**src/design/mvd_pkg.sv**
```systemverilog
// Package for the MAVLink v2 deframer: phase codes, message constants and lookups.
`timescale 1ns / 1ps
`default_nettype none
package mvd_pkg;

  localparam int unsigned SIGNATURE_BYTES_DEF = 13;

  localparam logic [7:0]  START_BYTE = 8'hFD;
  localparam logic [15:0] CRC_INIT   = 16'hFFFF;

  // header byte positions (incompat flags is position 1)
  localparam logic [3:0] HDR_INCOMPAT = 4'd1;
  localparam logic [3:0] HDR_SEQ      = 4'd3;
  localparam logic [3:0] HDR_SYSID    = 4'd4;
  localparam logic [3:0] HDR_COMPID   = 4'd5;
  localparam logic [3:0] HDR_MSGID0   = 4'd6;
  localparam logic [3:0] HDR_MSGID1   = 4'd7;
  localparam logic [3:0] HDR_MSGID2   = 4'd8;

  localparam logic [23:0] MSG_HEARTBEAT   = 24'd0;
  localparam logic [23:0] MSG_SYS_STATUS  = 24'd1;
  localparam logic [23:0] MSG_RC_CHANNELS = 24'd65;
  localparam logic [23:0] MSG_RC_OVERRIDE = 24'd70;
  localparam logic [23:0] MSG_BATTERY     = 24'd147;

  localparam logic [7:0] EXTRA_HEARTBEAT   = 8'd50;
  localparam logic [7:0] EXTRA_SYS_STATUS  = 8'd124;
  localparam logic [7:0] EXTRA_RC_CHANNELS = 8'd118;
  localparam logic [7:0] EXTRA_RC_OVERRIDE = 8'd124;
  localparam logic [7:0] EXTRA_BATTERY     = 8'd154;

  localparam logic [1:0] STAT_GOOD   = 2'd0;
  localparam logic [1:0] STAT_BADCRC = 2'd1;
  localparam logic [1:0] STAT_SIGNED = 2'd2;

  localparam logic [2:0] CLS_HEARTBEAT = 3'd0;
  localparam logic [2:0] CLS_RC_CHAN   = 3'd1;
  localparam logic [2:0] CLS_RC_OVR    = 3'd2;
  localparam logic [2:0] CLS_STATUS    = 3'd3;
  localparam logic [2:0] CLS_OTHER     = 3'd4;

  localparam logic KIND_PAYLOAD = 1'b0;
  localparam logic KIND_REPORT  = 1'b1;

  localparam int unsigned OUT_DATA_W = 112;

  typedef enum logic [2:0] {
    PH_HUNT,
    PH_LEN,
    PH_HDR,
    PH_PAY,
    PH_CRC,
    PH_SIG
  } phase_t;

  function automatic logic [7:0] extra_for(input logic [23:0] id);
    logic [7:0] e;
    e = 8'd0;
    if (id == MSG_HEARTBEAT)   e = EXTRA_HEARTBEAT;
    if (id == MSG_SYS_STATUS)  e = EXTRA_SYS_STATUS;
    if (id == MSG_RC_CHANNELS) e = EXTRA_RC_CHANNELS;
    if (id == MSG_RC_OVERRIDE) e = EXTRA_RC_OVERRIDE;
    if (id == MSG_BATTERY)     e = EXTRA_BATTERY;
    return e;
  endfunction

  function automatic logic [2:0] class_for(input logic [23:0] id);
    logic [2:0] c;
    c = CLS_OTHER;
    if (id == MSG_HEARTBEAT)   c = CLS_HEARTBEAT;
    if (id == MSG_RC_CHANNELS) c = CLS_RC_CHAN;
    if (id == MSG_RC_OVERRIDE) c = CLS_RC_OVR;
    if (id == MSG_SYS_STATUS || id == MSG_BATTERY) c = CLS_STATUS;
    return c;
  endfunction

endpackage
`default_nettype wire

```
**src/design/mvd_crc16.sv**
```systemverilog
// One-byte step of the X.25 / MCRF4XX CRC-16.
`timescale 1ns / 1ps
`default_nettype none
module mvd_crc16 (
  input  wire logic [15:0] crc_in,
  input  wire logic [7:0]  data,
  output logic      [15:0] crc_out
);

  logic [7:0] t0;
  logic [7:0] t1;

  always_comb begin
    t0 = data ^ crc_in[7:0];
    t1 = t0 ^ {t0[3:0], 4'b0000};
    crc_out = {8'h00, crc_in[15:8]} ^ {t1, 8'h00} ^ {5'b00000, t1, 3'b000}
            ^ {12'h000, t1[7:4]};
  end

endmodule
`default_nettype wire

```
**src/design/mavlink_v2_frame_deframer.sv**
```systemverilog
// MAVLink v2 deframer: start hunt, header capture, running CRC, payload forward, frame report.
//
// Usage:
//   in_*  : one link byte per word in in_tdata[7:0].
//   out_* : one word per payload byte (out_tuser = 0) and one end-of-frame report
//           (out_tuser = 1) after the second CRC byte; header bytes, the first CRC
//           byte and signature bytes give no word.
//   Every accepted byte is processed in the cycle it is taken and any result lands
//   in the output register at that edge; throughput is one byte per cycle while
//   the output is not stalled, set by the combinational CRC step and header capture.
//   The CRC of the frame is finished (message seed byte folded in) on the first CRC
//   byte, so the second CRC byte compares (unsigned frames only), counts and reports.
//   Reset (rst_n low, synchronous) returns to start-byte hunt with the CRC at
//   0xFFFF, the mismatch count at zero and the output register empty.
//   If the receiver stalls with a word held, in_tready drops only while that word
//   waits; it rises again in the cycle out_tready takes the word.
//   Signed frames are reported with signed status and their signature bytes are
//   swallowed before hunting resumes.
`timescale 1ns / 1ps
`default_nettype none
module mavlink_v2_frame_deframer #(
  parameter int unsigned SIGNATURE_BYTES = mvd_pkg::SIGNATURE_BYTES_DEF
) (
  input  wire logic         clk,
  input  wire logic         rst_n,
  input  wire logic         in_tvalid,
  output logic              in_tready,
  input  wire logic [7:0]   in_tdata,   // [7:0] data_byte
  output logic              out_tvalid,
  input  wire logic         out_tready,
  // [7:0] payload_byte, [15:8] byte_index, [17:16] frame_status, [20:18] frame_class,
  // [44:21] message_number, [52:45] sender_system, [60:53] sender_component,
  // [68:61] sequence_value, [76:69] frame_payload_length, [108:77] crc_failures,
  // [111:109] zero
  output logic [mvd_pkg::OUT_DATA_W-1:0] out_tdata,
  output logic              out_tuser   // [0] result_kind
);

  localparam int unsigned SigW = $clog2(SIGNATURE_BYTES + 1);

  mvd_pkg::phase_t phase_r, phase_nxt;
  logic [3:0]  hdr_cnt_r, hdr_cnt_nxt;
  logic [7:0]  len_r, len_nxt;
  logic [7:0]  pay_cnt_r, pay_cnt_nxt;
  logic        signed_r, signed_nxt;
  logic [7:0]  seq_r, seq_nxt;
  logic [7:0]  sysid_r, sysid_nxt;
  logic [7:0]  compid_r, compid_nxt;
  logic [23:0] msgid_r, msgid_nxt;
  logic [15:0] crc_r, crc_nxt;
  logic [7:0]  crc_lo_r, crc_lo_nxt;
  logic        crc_seen_r, crc_seen_nxt;
  logic [SigW-1:0] sig_cnt_r, sig_cnt_nxt;
  logic [31:0] crc_err_r, crc_err_nxt;

  logic        out_tvalid_r, out_tvalid_nxt;
  logic [mvd_pkg::OUT_DATA_W-1:0] out_tdata_r, out_tdata_nxt;
  logic        out_tuser_r, out_tuser_nxt;

  logic        in_fire;
  logic [7:0]  b;
  logic [7:0]  crc_feed_byte;
  logic [15:0] crc_step;
  logic        emit;
  logic [1:0]  status;

  assign in_tready = !out_tvalid_r || out_tready;
  assign in_fire   = in_tvalid && in_tready;
  assign b         = in_tdata;

  // in the CRC phase the unit folds in the message seed byte instead of the link byte
  assign crc_feed_byte = (phase_r == mvd_pkg::PH_CRC) ? mvd_pkg::extra_for(msgid_r) : b;

  mvd_crc16 u_crc (
    .crc_in  (crc_r),
    .data    (crc_feed_byte),
    .crc_out (crc_step)
  );

  always_comb begin
    phase_nxt    = phase_r;
    hdr_cnt_nxt  = hdr_cnt_r;
    len_nxt      = len_r;
    pay_cnt_nxt  = pay_cnt_r;
    signed_nxt   = signed_r;
    seq_nxt      = seq_r;
    sysid_nxt    = sysid_r;
    compid_nxt   = compid_r;
    msgid_nxt    = msgid_r;
    crc_nxt      = crc_r;
    crc_lo_nxt   = crc_lo_r;
    crc_seen_nxt = crc_seen_r;
    sig_cnt_nxt  = sig_cnt_r;
    crc_err_nxt  = crc_err_r;
    emit         = 1'b0;
    status       = mvd_pkg::STAT_GOOD;
    out_tuser_nxt = mvd_pkg::KIND_PAYLOAD;
    out_tdata_nxt = '0;

    if (in_fire) begin
      unique case (phase_r)
        mvd_pkg::PH_HUNT: begin
          if (b == mvd_pkg::START_BYTE) begin
            phase_nxt = mvd_pkg::PH_LEN;
            crc_nxt   = mvd_pkg::CRC_INIT;
          end
        end
        mvd_pkg::PH_LEN: begin
          len_nxt     = b;
          crc_nxt     = crc_step;
          hdr_cnt_nxt = 4'd1;
          phase_nxt   = mvd_pkg::PH_HDR;
        end
        mvd_pkg::PH_HDR: begin
          crc_nxt     = crc_step;
          hdr_cnt_nxt = hdr_cnt_r + 4'd1;
          unique case (hdr_cnt_r)
            mvd_pkg::HDR_INCOMPAT: signed_nxt = b[0];
            mvd_pkg::HDR_SEQ:      seq_nxt    = b;
            mvd_pkg::HDR_SYSID:    sysid_nxt  = b;
            mvd_pkg::HDR_COMPID:   compid_nxt = b;
            mvd_pkg::HDR_MSGID0:   msgid_nxt  = {16'h0000, b};
            mvd_pkg::HDR_MSGID1:   msgid_nxt[15:8]  = b;
            mvd_pkg::HDR_MSGID2: begin
              msgid_nxt[23:16] = b;
              pay_cnt_nxt  = 8'd0;
              crc_seen_nxt = 1'b0;
              phase_nxt    = (len_r == 8'd0) ? mvd_pkg::PH_CRC : mvd_pkg::PH_PAY;
            end
            default: ;
          endcase
        end
        mvd_pkg::PH_PAY: begin
          crc_nxt = crc_step;
          emit    = 1'b1;
          out_tdata_nxt[7:0]    = b;
          out_tdata_nxt[15:8]   = pay_cnt_r;
          out_tdata_nxt[108:77] = crc_err_r;
          if ({1'b0, pay_cnt_r} + 9'd1 >= {1'b0, len_r}) begin
            crc_seen_nxt = 1'b0;
            phase_nxt    = mvd_pkg::PH_CRC;
          end
          pay_cnt_nxt = pay_cnt_r + 8'd1;
        end
        mvd_pkg::PH_CRC: begin
          if (!crc_seen_r) begin
            crc_lo_nxt   = b;
            crc_seen_nxt = 1'b1;
            crc_nxt      = crc_step;   // finished frame CRC
          end else begin
            crc_seen_nxt = 1'b0;
            emit         = 1'b1;
            if (signed_r) begin
              status      = mvd_pkg::STAT_SIGNED;
              sig_cnt_nxt = '0;
              phase_nxt   = mvd_pkg::PH_SIG;
            end else begin
              phase_nxt = mvd_pkg::PH_HUNT;
              if (crc_r != {b, crc_lo_r}) begin
                crc_err_nxt = crc_err_r + 32'd1;
                status      = mvd_pkg::STAT_BADCRC;
              end
            end
            out_tuser_nxt          = mvd_pkg::KIND_REPORT;
            out_tdata_nxt[17:16]   = status;
            out_tdata_nxt[20:18]   = mvd_pkg::class_for(msgid_r);
            out_tdata_nxt[44:21]   = msgid_r;
            out_tdata_nxt[52:45]   = sysid_r;
            out_tdata_nxt[60:53]   = compid_r;
            out_tdata_nxt[68:61]   = seq_r;
            out_tdata_nxt[76:69]   = len_r;
            out_tdata_nxt[108:77]  = crc_err_nxt;
          end
        end
        mvd_pkg::PH_SIG: begin
          sig_cnt_nxt = sig_cnt_r + 1'b1;
          if (sig_cnt_nxt == SigW'(SIGNATURE_BYTES)) phase_nxt = mvd_pkg::PH_HUNT;
        end
        default: phase_nxt = mvd_pkg::PH_HUNT;
      endcase
    end

    if (emit)            out_tvalid_nxt = 1'b1;
    else if (out_tready) out_tvalid_nxt = 1'b0;
    else                 out_tvalid_nxt = out_tvalid_r;
  end

  always_ff @(posedge clk) begin
    if (!rst_n) begin
      phase_r      <= mvd_pkg::PH_HUNT;
      hdr_cnt_r    <= '0;
      len_r        <= '0;
      pay_cnt_r    <= '0;
      signed_r     <= 1'b0;
      seq_r        <= '0;
      sysid_r      <= '0;
      compid_r     <= '0;
      msgid_r      <= '0;
      crc_r        <= mvd_pkg::CRC_INIT;
      crc_lo_r     <= '0;
      crc_seen_r   <= 1'b0;
      sig_cnt_r    <= '0;
      crc_err_r    <= '0;
      out_tvalid_r <= 1'b0;
    end else begin
      phase_r      <= phase_nxt;
      hdr_cnt_r    <= hdr_cnt_nxt;
      len_r        <= len_nxt;
      pay_cnt_r    <= pay_cnt_nxt;
      signed_r     <= signed_nxt;
      seq_r        <= seq_nxt;
      sysid_r      <= sysid_nxt;
      compid_r     <= compid_nxt;
      msgid_r      <= msgid_nxt;
      crc_r        <= crc_nxt;
      crc_lo_r     <= crc_lo_nxt;
      crc_seen_r   <= crc_seen_nxt;
      sig_cnt_r    <= sig_cnt_nxt;
      crc_err_r    <= crc_err_nxt;
      out_tvalid_r <= out_tvalid_nxt;
    end
  end

  // output payload register, no reset needed
  always_ff @(posedge clk) begin
    if (emit) begin
      out_tdata_r <= out_tdata_nxt;
      out_tuser_r <= out_tuser_nxt;
    end
  end

  assign out_tvalid = out_tvalid_r;
  assign out_tdata  = out_tdata_r;
  assign out_tuser  = out_tuser_r;

`ifndef SYNTHESIS
  // a payload byte always produces a payload word in the next cycle
  a_pay_emits: assert property (@(posedge clk) disable iff (!rst_n)
    (in_fire && phase_r == mvd_pkg::PH_PAY) |=> (out_tvalid && out_tuser == mvd_pkg::KIND_PAYLOAD))
    else $error("payload byte did not produce a word");

  // mismatch count only ever steps by one
  a_err_step: assert property (@(posedge clk) disable iff (!rst_n)
    ($past(rst_n) && crc_err_r != $past(crc_err_r)) |-> (crc_err_r == $past(crc_err_r) + 32'd1))
    else $error("crc failure count jumped");

  // input backpressure only while a word waits on a stalled output
  a_ready_link: assert property (@(posedge clk) disable iff (!rst_n)
    !in_tready |-> (out_tvalid && !out_tready))
    else $error("input stalled without output backpressure");

  // reports leave the header path back in hunt or signature phase
  a_report_phase: assert property (@(posedge clk) disable iff (!rst_n)
    (in_fire && phase_r == mvd_pkg::PH_CRC && crc_seen_r)
      |=> (phase_r == mvd_pkg::PH_HUNT || phase_r == mvd_pkg::PH_SIG))
    else $error("frame report left an unexpected phase");
`endif

endmodule
`default_nettype wire
```
**config.mk**
```make
export PLATFORM = sky130hd
export DESIGN_NAME = mavlink_v2_frame_deframer
export DESIGN_NICKNAME = d
export VERILOG_FILES = /design/src/design/mvd_pkg.sv /design/src/design/mvd_crc16.sv /design/src/design/mavlink_v2_frame_deframer.sv
export SDC_FILE = /design/constraint.sdc
export NUM_CORES = 1
export LEC_CHECK = 0
export ABC_CLOCK_PERIOD_IN_PS = 5410
export BUFFER_PORTS_ARGS = -buffer_cell sky130_fd_sc_hd__buf_4
export CAP_MARGIN = 30
export CORE_MARGIN = 3
export CORE_UTILIZATION = 53
export DETAILED_ROUTE_END_ITERATION = 6
export PLACE_DENSITY = 0.76
export SYNTH_ARGS = -nofsm -noshare
export SYNTH_HDL_FRONTEND = slang
export SYNTH_HIERARCHICAL = 1
export SYNTH_SLANG_ARGS = --single-unit
```
**constraint.sdc**
```tcl
create_clock -name clk -period 5.41 [get_ports clk]
set_input_delay 1.082 -clock clk [delete_from_list [all_inputs] [get_ports clk]]
set_output_delay 1.082 -clock clk [all_outputs]
set_load 0.005 [all_outputs]
```
==> results of run 1 <==
## synthesized netlist by cell type, types with 6 or more instances
cell type  number  area share (%)
ha_1           16             1.7
o31ai_1        21             1.4
a21oi_1        85             3.7
a31oi_1         7            0.38
dfxtp_1       134              23
clkbuf_1       62             2.0
nor3_1         15            0.64
nor2_1         75             2.4
o21ai_0        41             1.8
nand2b_1       11            0.59
nand4_1        34             1.8
and4_1          6            0.45
nand3_1        37             1.6
buf_2          12            0.52
and2_1         75             4.0
edfxtp_1      110              28
mux2i_1        49             4.2
and3_1         12            0.64
nand3b_1        7            0.45
inv_1          25            0.81
xnor2_1        28             2.1
nand2_1       114             3.7
or4_1          21             1.4
xor2_1          7            0.53
nor4_1         37             2.0
o311ai_0       16             1.2
## layout by cell type (no fill, tap or decap), drive strengths merged, types with 3 or more instances in the layout
cell type | Yosys | final
clkbuf | 62 | 30
o41ai | 5 | 5
ha | 16 | 16
conb | 1 | 3
mux2i | 49 | 49
nand3b | 7 | 7
xnor3 | 5 | 5
a22oi | 3 | 3
a211oi | 3 | 3
nor2 | 75 | 75
bufinv | 0 | 6
buf | 20 | 133
nand2b | 11 | 11
a31oi | 7 | 7
xor2 | 7 | 7
nor2b | 5 | 5
edfxtp | 110 | 110
clkinv | 2 | 8
nor3b | 5 | 5
nand4 | 37 | 37
and3 | 12 | 12
o31ai | 21 | 21
xnor2 | 33 | 33
nor4 | 39 | 39
nand2 | 114 | 114
o311ai | 19 | 19
dfxtp | 134 | 134
a21oi | 85 | 85
and2 | 75 | 75
or3 | 5 | 5
nor3 | 15 | 15
o21ai | 42 | 42
xor3 | 4 | 4
or4 | 26 | 26
and4 | 8 | 8
inv | 25 | 28
nand3 | 39 | 39
a31o | 3 | 3
o211ai | 5 | 5
## power groups by stage
stage | combinational, mW | clock [mW] | sequential, mW
after floorplan | 0.0675 | 0 | 1.95
after global placement | 0.0951 | 0 | 1.95
after detailed placement | 0.0961 | 0 | 1.95
after CTS | 0.0968 | 1.92 | 1.91
after global routing | 0.105 | 2.01 | 1.91
final | 0.0991 | 1.89 | 1.91
## final cells by class
class                           instances  area, µm²
Fill cell                            1741       7680
Inverter                               27        101
Clock buffer                           30        654
Clock inverter                         16        253
Multi-Input combinational cell        803       5260
Tap cell                              275        344
Sequential cell                       244       5990
Timing Repair Buffer                  133       1010
## sequential cells by signal, summed over array words and instances, names as in the netlist, 16 cells and up
register and cells:
msgid_r 24, crc_r 16, crc_err_r 32, out_tdata 109
## cell families after synthesis
kind of cell    Yosys count  synth area share, %
flops                   244                 51.4
simple gates            479                 22.5
mux                      50                 4.31
fa+ha+maj                16                 1.72
compound gates          206                 11.0
buf+inv                 109                 3.80
other cells               1               0.0322
xor+xnor                 49                 5.21
## routing by layer
metal | track usage [%] | up-vias
met4 | 5.97 | 0
li1 | - | 4379
met2 | 36.6 | 351
met3 | 3.36 | 44
met5 | 0 | -
met1 | 32.6 | 4406
## worst max-delay path, stage by stage, from the launching register on
cell,delay (ps)
dfxtp_1,320
nor4_1,320
nand3_1,200
nor4_1,730
a21oi_1,200
o21ai_0,420
xnor2_2,200
xnor3_1,430
nor4_1,260
o21ai_0,120
## per-stage QoR
step           cells  util, %
2_1_floorplan   1156        -
3_3_place_gp    1481     59.6
3_5_place_dp    1482     59.7
4_1_cts         1528     63.9
5_1_grt         1528     63.9
6_report        1528     63.9
## worst max-delay path by stage
stage / from / to / cells after the start
finish: msgid_r[15] / crc_r[10] / 9
global route: msgid_r[15] / crc_r[10] / 9
CTS: msgid_r[15] / crc_r[10] / 9
detailed placement: out_tready / out_tdata[56] / 6
global placement: out_tready / out_tdata[56] / 6
floorplan: out_tready / out_tdata[99] / 8
==> impl_metrics.csv, run 1 <==
group,metric,value,unit
yosys,synth.avg_cell_area,10.1,µm²
sta,hold_viol,0,
pwr,power_frac_clock,48.5,%
global_route,grt.total_usage,22.7,%
pwr,powerDensity,287,nW/µm²
sta,slew_viol_final,0,
drt,viasPerCell,6.01,
clock_network,clk_pin_slew,60,ps
sta,fin_crit_sh,61.8,%
placement,dpl-instance-area,12700,µm²
sta,fin_skew,15.6,ps
critical_path,worstPathMaxFanout,6,
hold_path,hold_path_depth,2,
hold_path,worstHoldStart,"msgid_r[15]",
clock_network,cts.htree.levels,1,
yosys,synth.yosys.seq_area_share,51.4,%
sta,layout_min_cycle_time,3350,ps
final_layout,final_layout_size_suffix_gt1_share,16.5,%
sta,finalSetupViolCount,0,
pwr,combinationalPowerShare,2.5,%
pwr,intPower,3.10,mW
clock_network,cts_buffers,25,
pwr,p_total,3.90,mW
global_route,grt_overflow,0,
clock_network,cts_hold_buf,0,
floorplan,core,21300,µm²
floorplan,ioPinCount,127,
critical_path,r2r_cells,9,
drt,postRouteAntennaNets,0,
pwr,p_sw_share,20.5,%
placement,place.gp.congestion,0.859,
pwr,vdd_drop_max,0.194,mV
sta,max_slew_margin,41.3,%
critical_path,arrival,3730,ps
clock_network,cts_tree,"yes",
placement,portBuffers,123,
yosys,ys_seq_elements,244,
sta,setup_tns,0,ps
drt,met1_length,12200,µm
clock_network,insertion_delay,540,ps
drt,vias,9180,
placement,hpwlAfterDp,17800,µm
yosys,syn_inst,1154,
drt,met2WireLength,13100,µm
drt,drc,0,
pwr,p_leak,4.90,nW
floorplan,initial_utilization,54.7,%
yosys,synthFlopType,"dfxtp_1",
floorplan,die_height,154,µm
critical_path,crit_path_end_kind,"register",
yosys,async_reset_ff_share,0,%
sta,rsz0062_at_grt,"no",
drt,top_layer,"met4",
critical_path,rrSetupSlack,2060,ps
status,status,"complete, no violations",
global_route,grt_max_degree,77,
final_layout,n_antenna_cell,0,
drt,first_pass_iters,5,
pwr,pwr-share-seq,49.0,%
yosys,synth_edf_count,110,
clock_network,cts-resized-gates,0,
critical_path,critical_path.startpoint_type,"register",
placement,pre_cts_ws,1710,ps
final_layout,syn_to_final_growth,16.9,%
drt,drt-initial-drc-count,901,
sta,worst_slack,2060,ps
floorplan,dieArea,23800,µm²
yosys,synth_cell_types,72,
drt,routed_wl,27800,µm
floorplan,die_x,154,µm
sta,timing.hold.ws,471,ps
critical_path,r2r_start,"msgid_r[15]",
sta,clock.fmax,299,MHz
clock_network,cts.root.buffer_cell,"clkbuf_16",
hold_path,holdPathEnd,"msgid_r[15]",
yosys,syn_area,11600,µm²
global_route,antenna_found_initial,0,
critical_path,critPathKind,"register to register",
clock_network,cts.path.max_buffers,3,
sta,tightest_slew,879,ps
global_route,grt_pass1_wl,45200,µm
floorplan,num_rows,53,
final_layout,finalInstanceArea,13600,µm²
critical_path,rr_endpoint,"crc_r[10]",
pwr,p_sw,0.799,mW
drt,post_drt_wl_per_cell,18.2,µm
flow_run,timing.max_cap.violations,0,
hold_path,hp-class,"register to register",
yosys,synth_warnings,6,
global_route,grt_pass1_vias,8646,
drt,wl_met3,1970,µm
critical_path,worstPathRequired,5790,ps
clock_network,cts_num_sinks,244,
final_layout,fin_nets,1262,
clock_network,post_cts_buffers,0,
Note: power is estimated with default switching activity, not from simulation.
==> run 2: changes to the inputs <==
--- a/config.mk
+++ b/config.mk
@@ -5,7 +5,7 @@
 export SDC_FILE = /design/constraint.sdc
 export NUM_CORES = 1
 export LEC_CHECK = 0
-export ABC_CLOCK_PERIOD_IN_PS = 5410
+export ABC_CLOCK_PERIOD_IN_PS = 2900
 export BUFFER_PORTS_ARGS = -buffer_cell sky130_fd_sc_hd__buf_4
 export CAP_MARGIN = 30
 export CORE_MARGIN = 3
==> constraint.sdc (replaced) <==
create_clock -name clk -period 2.9 [get_ports clk]
set_input_delay 0.58 -clock clk [delete_from_list [all_inputs] [get_ports clk]]
set_output_delay 0.58 -clock clk [all_outputs]
set_load 0.005 [all_outputs]
==> run 2 against run 1 <==
Against the previous run:
- sequential power increased by 86%
- total power rose by 80%
- clock power up 72%
- register-to-register slack worse by 2000 ps
- first-iteration DRC count rose by 8.7%
- utilization up 1.4 points
- design area up 2.2%
- sequential cell count did not move
- global-route usage rose by 0.42 points
- critical path type unchanged
- clock skew about the same
- combinational power increased by 96%
==> impl_metrics.csv, run 2 (synthesis gave the netlist of run 1 again) <==
group,metric,value,unit
final_layout,final_layout_size_suffix_gt1_share,19.3,%
pwr,powerDensity,504,nW/µm²
drt,first_pass_iters,6,
pwr,vdd_drop_max,0.485,mV
sta,max_slew_margin,52.4,%
clock_network,cts_tree,"yes",
critical_path,crit_path_end_kind,"register",
clock_network,cts_buffers,25,
critical_path,critical_path.startpoint_type,"register",
global_route,grt.total_usage,23.2,%
final_layout,final_cell_mix,"buf_4, dfxtp_1, nand2_1",
sta,clock.fmax,352,MHz
global_route,grt_pass1_wl,45800,µm
critical_path,arrival,3220,ps
clock_network,cts.path.max_buffers,3,
global_route,antenna_found_initial,1,
hold_path,worstHoldStart,"in_tdata[6]",
drt,viasPerCell,5.98,
critical_path,path_cells,"nor4_2, nand3_2, nor4_2, buf_4, a21oi_1, o21ai_1, xnor2_2, xnor3_1, nor4_2, o21ai_0",
placement,portBuffers,123,
sta,layout_min_cycle_time,2840,ps
drt,postRouteAntennaNets,0,
drt,post_drt_wl_per_cell,18.2,µm
flow_run,timing.max_cap.violations,0,
hold_path,hp-class,"input port to register",
final_layout,fin_nets,1297,
sta,finalSetupViolCount,0,
critical_path,slowest_stage,"xnor3_1",
final_layout,mostFrequentLayoutCell,"buf_4",
drt,drt-initial-drc-count,979,
critical_path,critPathMaxStageDelay,460,ps
global_route,grt_max_degree,68,
placement,place.gp.congestion,0.879,
critical_path,r2r_start,"msgid_r[15]",
floorplan,core,21300,µm²
final_layout,largest_reg_flops,109,
sta,setup_tns,0,ps
critical_path,worstPathRequired,3280,ps
floorplan,num_rows,53,
sta,fin_crit_sh,98.0,%
floorplan,dieArea,23800,µm²
sta,fin_skew,15.6,ps
floorplan,die_height,154,µm
final_layout,fin_util,65.3,%
sta,tightest_slew,713,ps
final_layout,syn_to_final_growth,19.4,%
final_layout,n_antenna_cell,0,
critical_path,critPathKind,"register to register",
floorplan,die_x,154,µm
clock_network,insertion_delay,540,ps
drt,drc,0,
global_route,grt_pass1_vias,8768,
global_route,grt_overflow,0,
clock_network,clk_pin_slew,60,ps
clock_network,post_cts_buffers,0,
critical_path,startpoint,"msgid_r[15]",
drt,routed_wl,28400,µm
floorplan,initial_utilization,54.7,%
critical_path,path_delay_family,"simple AND/OR/NAND/NOR gates",
pwr,p_leak,5.08,nW
placement,dpl-instance-area,13000,µm²
clock_network,cts.root.buffer_cell,"clkbuf_16",
floorplan,ioPinCount,127,
placement,hpwlAfterDp,18800,µm
drt,vias,9343,
status,status,"complete, no violations",
sta,hold_viol,0,
critical_path,rrSetupSlack,60,ps
critical_path,cpMostUsedCell,"nor4_2",
clock_network,cts_num_sinks,244,
final_layout,finalInstanceArea,13900,µm²
clock_network,cts.htree.levels,1,
critical_path,cp_num_buf_inv,1,
critical_path,worstPathMaxFanout,6,
sta,slew_viol_final,0,
run 2: per-layer routing:
metal / GRT usage (%) / up-vias / routed length (µm)
li1: - / 4450 / -
met1: 33.4 / 4534 / 12500
met2: 36.7 / 311 / 13300
met3: 3.81 / 48 / 1970
met4: 6.18 / 0 / 616
met5: 0 / - / 0
run 2: repair_timing:
item,CTS,global route
pin swaps,0,0
gates resized for setup,2,11
hold buffers,0,0
endpoints found under the setup margin,2,11
run 2: area by class of cell:
| class | count | area (µm²) |
|---|---|---|
| clock buffer | 37 | 721 |
| clock inverter | 8 | 110 |
| fill | 1706 | 7380 |
| inverter | 27 | 101 |
| multi-input combinational | 803 | 5320 |
| sequential | 244 | 5990 |
| tap | 275 | 344 |
| timing repair buffer | 168 | 1320 |
run 2: worst paths after layout:
check / cells after the start / endpoint
setup / recovery: 10 / crc_r[10]
hold / removal: 3 / msgid_r[22]
setup reg to reg: 10 / crc_r[10]
hold reg to reg: 2 / compid_r[3]
run 2: worst reg2reg max path, cell delays in order (launching register included):
cell	delay, ps
dfxtp_1	330
nor4_2	330
nand3_2	180
nor4_2	300
buf_4	190
a21oi_1	90
o21ai_1	210
xnor2_2	180
xnor3_1	460
nor4_2	290
o21ai_0	120
run 2: report_power, final:
part / leakage [nW] / switching [mW] / total (mW) / internal (mW)
Clock: 0.402 / 1.35 / 3.25 / 1.91
Sequential: 1.90 / 0.00147 / 3.56 / 3.56
Combinational: 2.77 / 0.126 / 0.194 / 0.0678
Total: 5.08 / 1.47 / 7.01 / 5.54
run 2: stage by stage:
| stage | instances | power (mW) | hold slack, ps | setup slack [ps] |
|---|---|---|---|---|
| after floorplan | 1156 | 3.76 | 440 | 153 |
| after global placement | 1517 | 3.83 | 451 | 71.0 |
| after detailed placement | 1517 | 3.83 | 460 | 5.32 |
| after CTS | 1562 | 7.05 | 399 | 30.9 |
| after global routing | 1562 | 7.21 | 403 | -84.3 |
| final | 1562 | 7.01 | 409 | 59.0 |
==> run 3: changes to the inputs <==
--- a/config.mk
+++ b/config.mk
@@ -5,13 +5,13 @@
 export SDC_FILE = /design/constraint.sdc
 export NUM_CORES = 1
 export LEC_CHECK = 0
+export ABC_AREA = 1
 export ABC_CLOCK_PERIOD_IN_PS = 2900
 export BUFFER_PORTS_ARGS = -buffer_cell sky130_fd_sc_hd__buf_4
 export CAP_MARGIN = 30
 export CORE_MARGIN = 3
-export CORE_UTILIZATION = 53
+export CORE_UTILIZATION = 32
 export DETAILED_ROUTE_END_ITERATION = 6
-export PLACE_DENSITY = 0.76
 export SYNTH_ARGS = -nofsm -noshare
 export SYNTH_HDL_FRONTEND = slang
 export SYNTH_HIERARCHICAL = 1
==> run 3 against run 2 <==
Against the previous run:
- utilization down 26 points
- critical path type unchanged
- synthesized cell count up 31%
- design area up 3.9%
- sequential share of layout area down 1.6 points
- highest routed layer unchanged
- register-to-register slack better by 410 ps
- die area up 67%
- clock power up 13%
==> impl_metrics.csv, run 3 <==
group,metric,value,unit
clock_network,post_cts_buffers,0,
sta,fin_crit_sh,83.7,%
yosys,synth_warnings,6,
global_route,grt_pass1_wl,53700,µm
critical_path,crit_path_end_kind,"register",
yosys,synth_edf_count,110,
critical_path,worstPathRequired,3340,ps
critical_path,arrival,2860,ps
sta,finalSetupViolCount,0,
sta,slew_viol_final,0,
global_route,grt.total_usage,16.8,%
final_layout,final_cells,2128,
drt,drt-initial-drc-count,611,
drt,vias,10402,
final_layout,ff_latch_area,5990,µm²
critical_path,critical_path.startpoint_type,"register",
yosys,synth_top_area_share,27.7,%
final_layout,largest_reg_flops,109,
pwr,p_leak,5.73,nW
floorplan,ioPinCount,127,
sta,clock.fmax,412,MHz
flow_run,timing.max_cap.violations,0,
floorplan,dieArea,39700,µm²
global_route,grt_overflow,0,
global_route,grt_pass1_vias,9989,
drt,routed_wl,33500,µm
critical_path,critPathKind,"register to register",
drt,first_pass_iters,5,
critical_path,critPathMaxStageDelay,350,ps
floorplan,die_height,199,µm
yosys,ys_seq_elements,244,
yosys,syn_area,11900,µm²
global_route,grt_max_degree,94,
status,status,"complete, no violations",
sta,hold_viol,0,
final_layout,syn_to_final_growth,21.0,%
critical_path,cpMostUsedCell,"nand2_1",
placement,portBuffers,123,
drt,post_drt_wl_per_cell,15.7,µm
yosys,synth.avg_cell_area,7.88,µm²
critical_path,slowest_stage,"dfxtp_1",
placement,hpwlAfterDp,23100,µm
floorplan,die_x,199,µm
final_layout,n_fill_cell,3707,
clock_network,cts_num_sinks,244,
hold_path,hp-class,"input port to register",
yosys,ys_top_cells_by_area,"edfxtp_1, dfxtp_1, nand2_1, inv_1, nor2_1",
final_layout,final_layout_size_suffix_gt1_share,16.3,%
sta,rsz0062_at_grt,"no",
clock_network,insertion_delay,580,ps
clock_network,cts.root.buffer_cell,"clkbuf_16",
yosys,synth_cell_types,41,
clock_network,cts_tree,"yes",
final_layout,final_cell_mix,"nand2_1, inv_1, nor2_1",
placement,placed_cells,2076,
yosys,async_reset_ff_share,0,%
pwr,powerDensity,607,nW/µm²
final_layout,mostFrequentLayoutCell,"nand2_1",
yosys,synthFlopType,"dfxtp_1",
sta,tightest_slew,622,ps
sta,fin_skew,48.3,ps
clock_network,clk_pin_slew,70,ps
floorplan,core,36700,µm²
floorplan,num_rows,70,
final_layout,multiInputGateArea,4950,µm²
clock_network,cts_buffers,28,
clock_network,cts.path.max_buffers,3,
sta,max_slew_margin,58.2,%
placement,place.gp.congestion,0.892,
clock_network,cts.htree.levels,1,
critical_path,worstPathMaxFanout,6,
global_route,antenna_found_initial,0,
pwr,vdd_drop_max,0.477,mV
yosys,synth_top_area_cell,"edfxtp_1",
drt,viasPerCell,4.89,
sta,setup_tns,0,ps
yosys,synth.most_common_cell,"nand2_1",
sta,layout_min_cycle_time,2430,ps
floorplan,initial_utilization,32.5,%
critical_path,path_cells,"inv_1, nor3_1, nand2_1, nor3_1, xor2_1, ha_1, a31oi_1, nand3_1, inv_1, nand2_1, nand2_1, nand2_1, nand2_1, nor2_1",
final_layout,n_antenna_cell,0,
yosys,synth.yosys.seq_area_share,50.2,%
drt,postRouteAntennaNets,0,
yosys,syn_inst,1515,
yosys,synth_common_cells,"nand2_1, inv_1, nor2_1, dfxtp_1, o21ai_0",
drt,drc,0,
final_layout,fin_nets,1666,
run 3: cell count changes after synthesis, moves of 27 or more:
cell / change
o21ai_0: +72
inv_1: +157
xnor2_1: -27
nand2_1: +251
clkbuf_1: -28
nand3_1: +46
mux2i_1: -49
nor4_1: -35
and2_1: -75
nor2_1: +105
run 3: worst paths after layout:
kind                              startpoint          end  slack (ps)  depth (start not counted)
worst max-delay path            pay_cnt_r[1]   phase_r[1]         470                         14
worst max register to register  pay_cnt_r[1]   phase_r[1]         470                         14
worst min-delay path             in_tdata[6]  msgid_r[14]         370                          3
worst min register to register      seq_r[4]     seq_r[4]         450                          2
run 3: logic make-up (layout without fill, tap and decap cells):
kind of cell | Yosys count | in the layout | synth area share [%]
xor gates and xnor gates | 13 | 13 | 0.954
adders and majority gates | 16 | 16 | 1.68
DFF | 244 | 244 | 50.2
buffers and inverters | 256 | 399 | 8.60
AOI/OAI and AO/OA | 276 | 276 | 12.7
and+or+nand+nor | 709 | 709 | 25.9
other | 1 | 3 | 0.0314
run 3: worst max-delay path, delay by kind of cell, from the launching register on:
| family | cells | cell delay [ps] |
|---|---|---|
| XOR/XNOR | 1 | 120 |
| flip-flops | 1 | 350 |
| adder cells (fa/ha/maj) | 1 | 200 |
| buffers and inverters | 2 | 140 |
| AO/OA/AOI/OAI | 1 | 320 |
| AND/OR/NAND/NOR | 9 | 1150 |
run 3: report_power, final:
group	switching, mW	internal [mW]	leakage, nW	total, mW
clock network	1.48	2.19	0.472	3.67
registers	0.124	3.70	2.11	3.83
logic	0.854	0.407	3.15	1.26
run 3: per-stage QoR:
step           util, %  area, µm²  total power, mW  hold WS (ps)  worst slack [ps]
2_1_floorplan        -      12000             4.76           430              40.3
3_3_place_gp      36.7      13500             5.12           441               359
3_5_place_dp      36.7      13500             5.14           445               345
4_1_cts           39.3      14400             8.83           341               421
5_1_grt           39.3      14400             9.20           351               120
6_report          39.3      14400             8.76           372               474
run 3: cell type report:
type	count	area share (%)
Sequential cell	244	41.5
Multi-Input combinational cell	1017	34.3
Timing Repair Buffer	154	8.44
Clock buffer	34	5.15
Inverter	193	5.02
Tap cell	468	4.06
Clock inverter	18	1.56
run 3: per-layer routing:
| layer | vias to the layer above | wire length [µm] | global-route usage, % |
|---|---|---|---|
| met2 | 269 | 15100 | 27.5 |
| met5 | - | 0 | 0 |
| li1 | 5210 | - | - |
| met1 | 4875 | 15800 | 23.6 |
| met3 | 48 | 1900 | 2.48 |
| met4 | 0 | 574 | 3.88 |
run 3: what timing repair did:
action	in CTS	in global routing
gates resized for setup	0	2
hold buffers	0	0
setup endpoints to repair	0	6
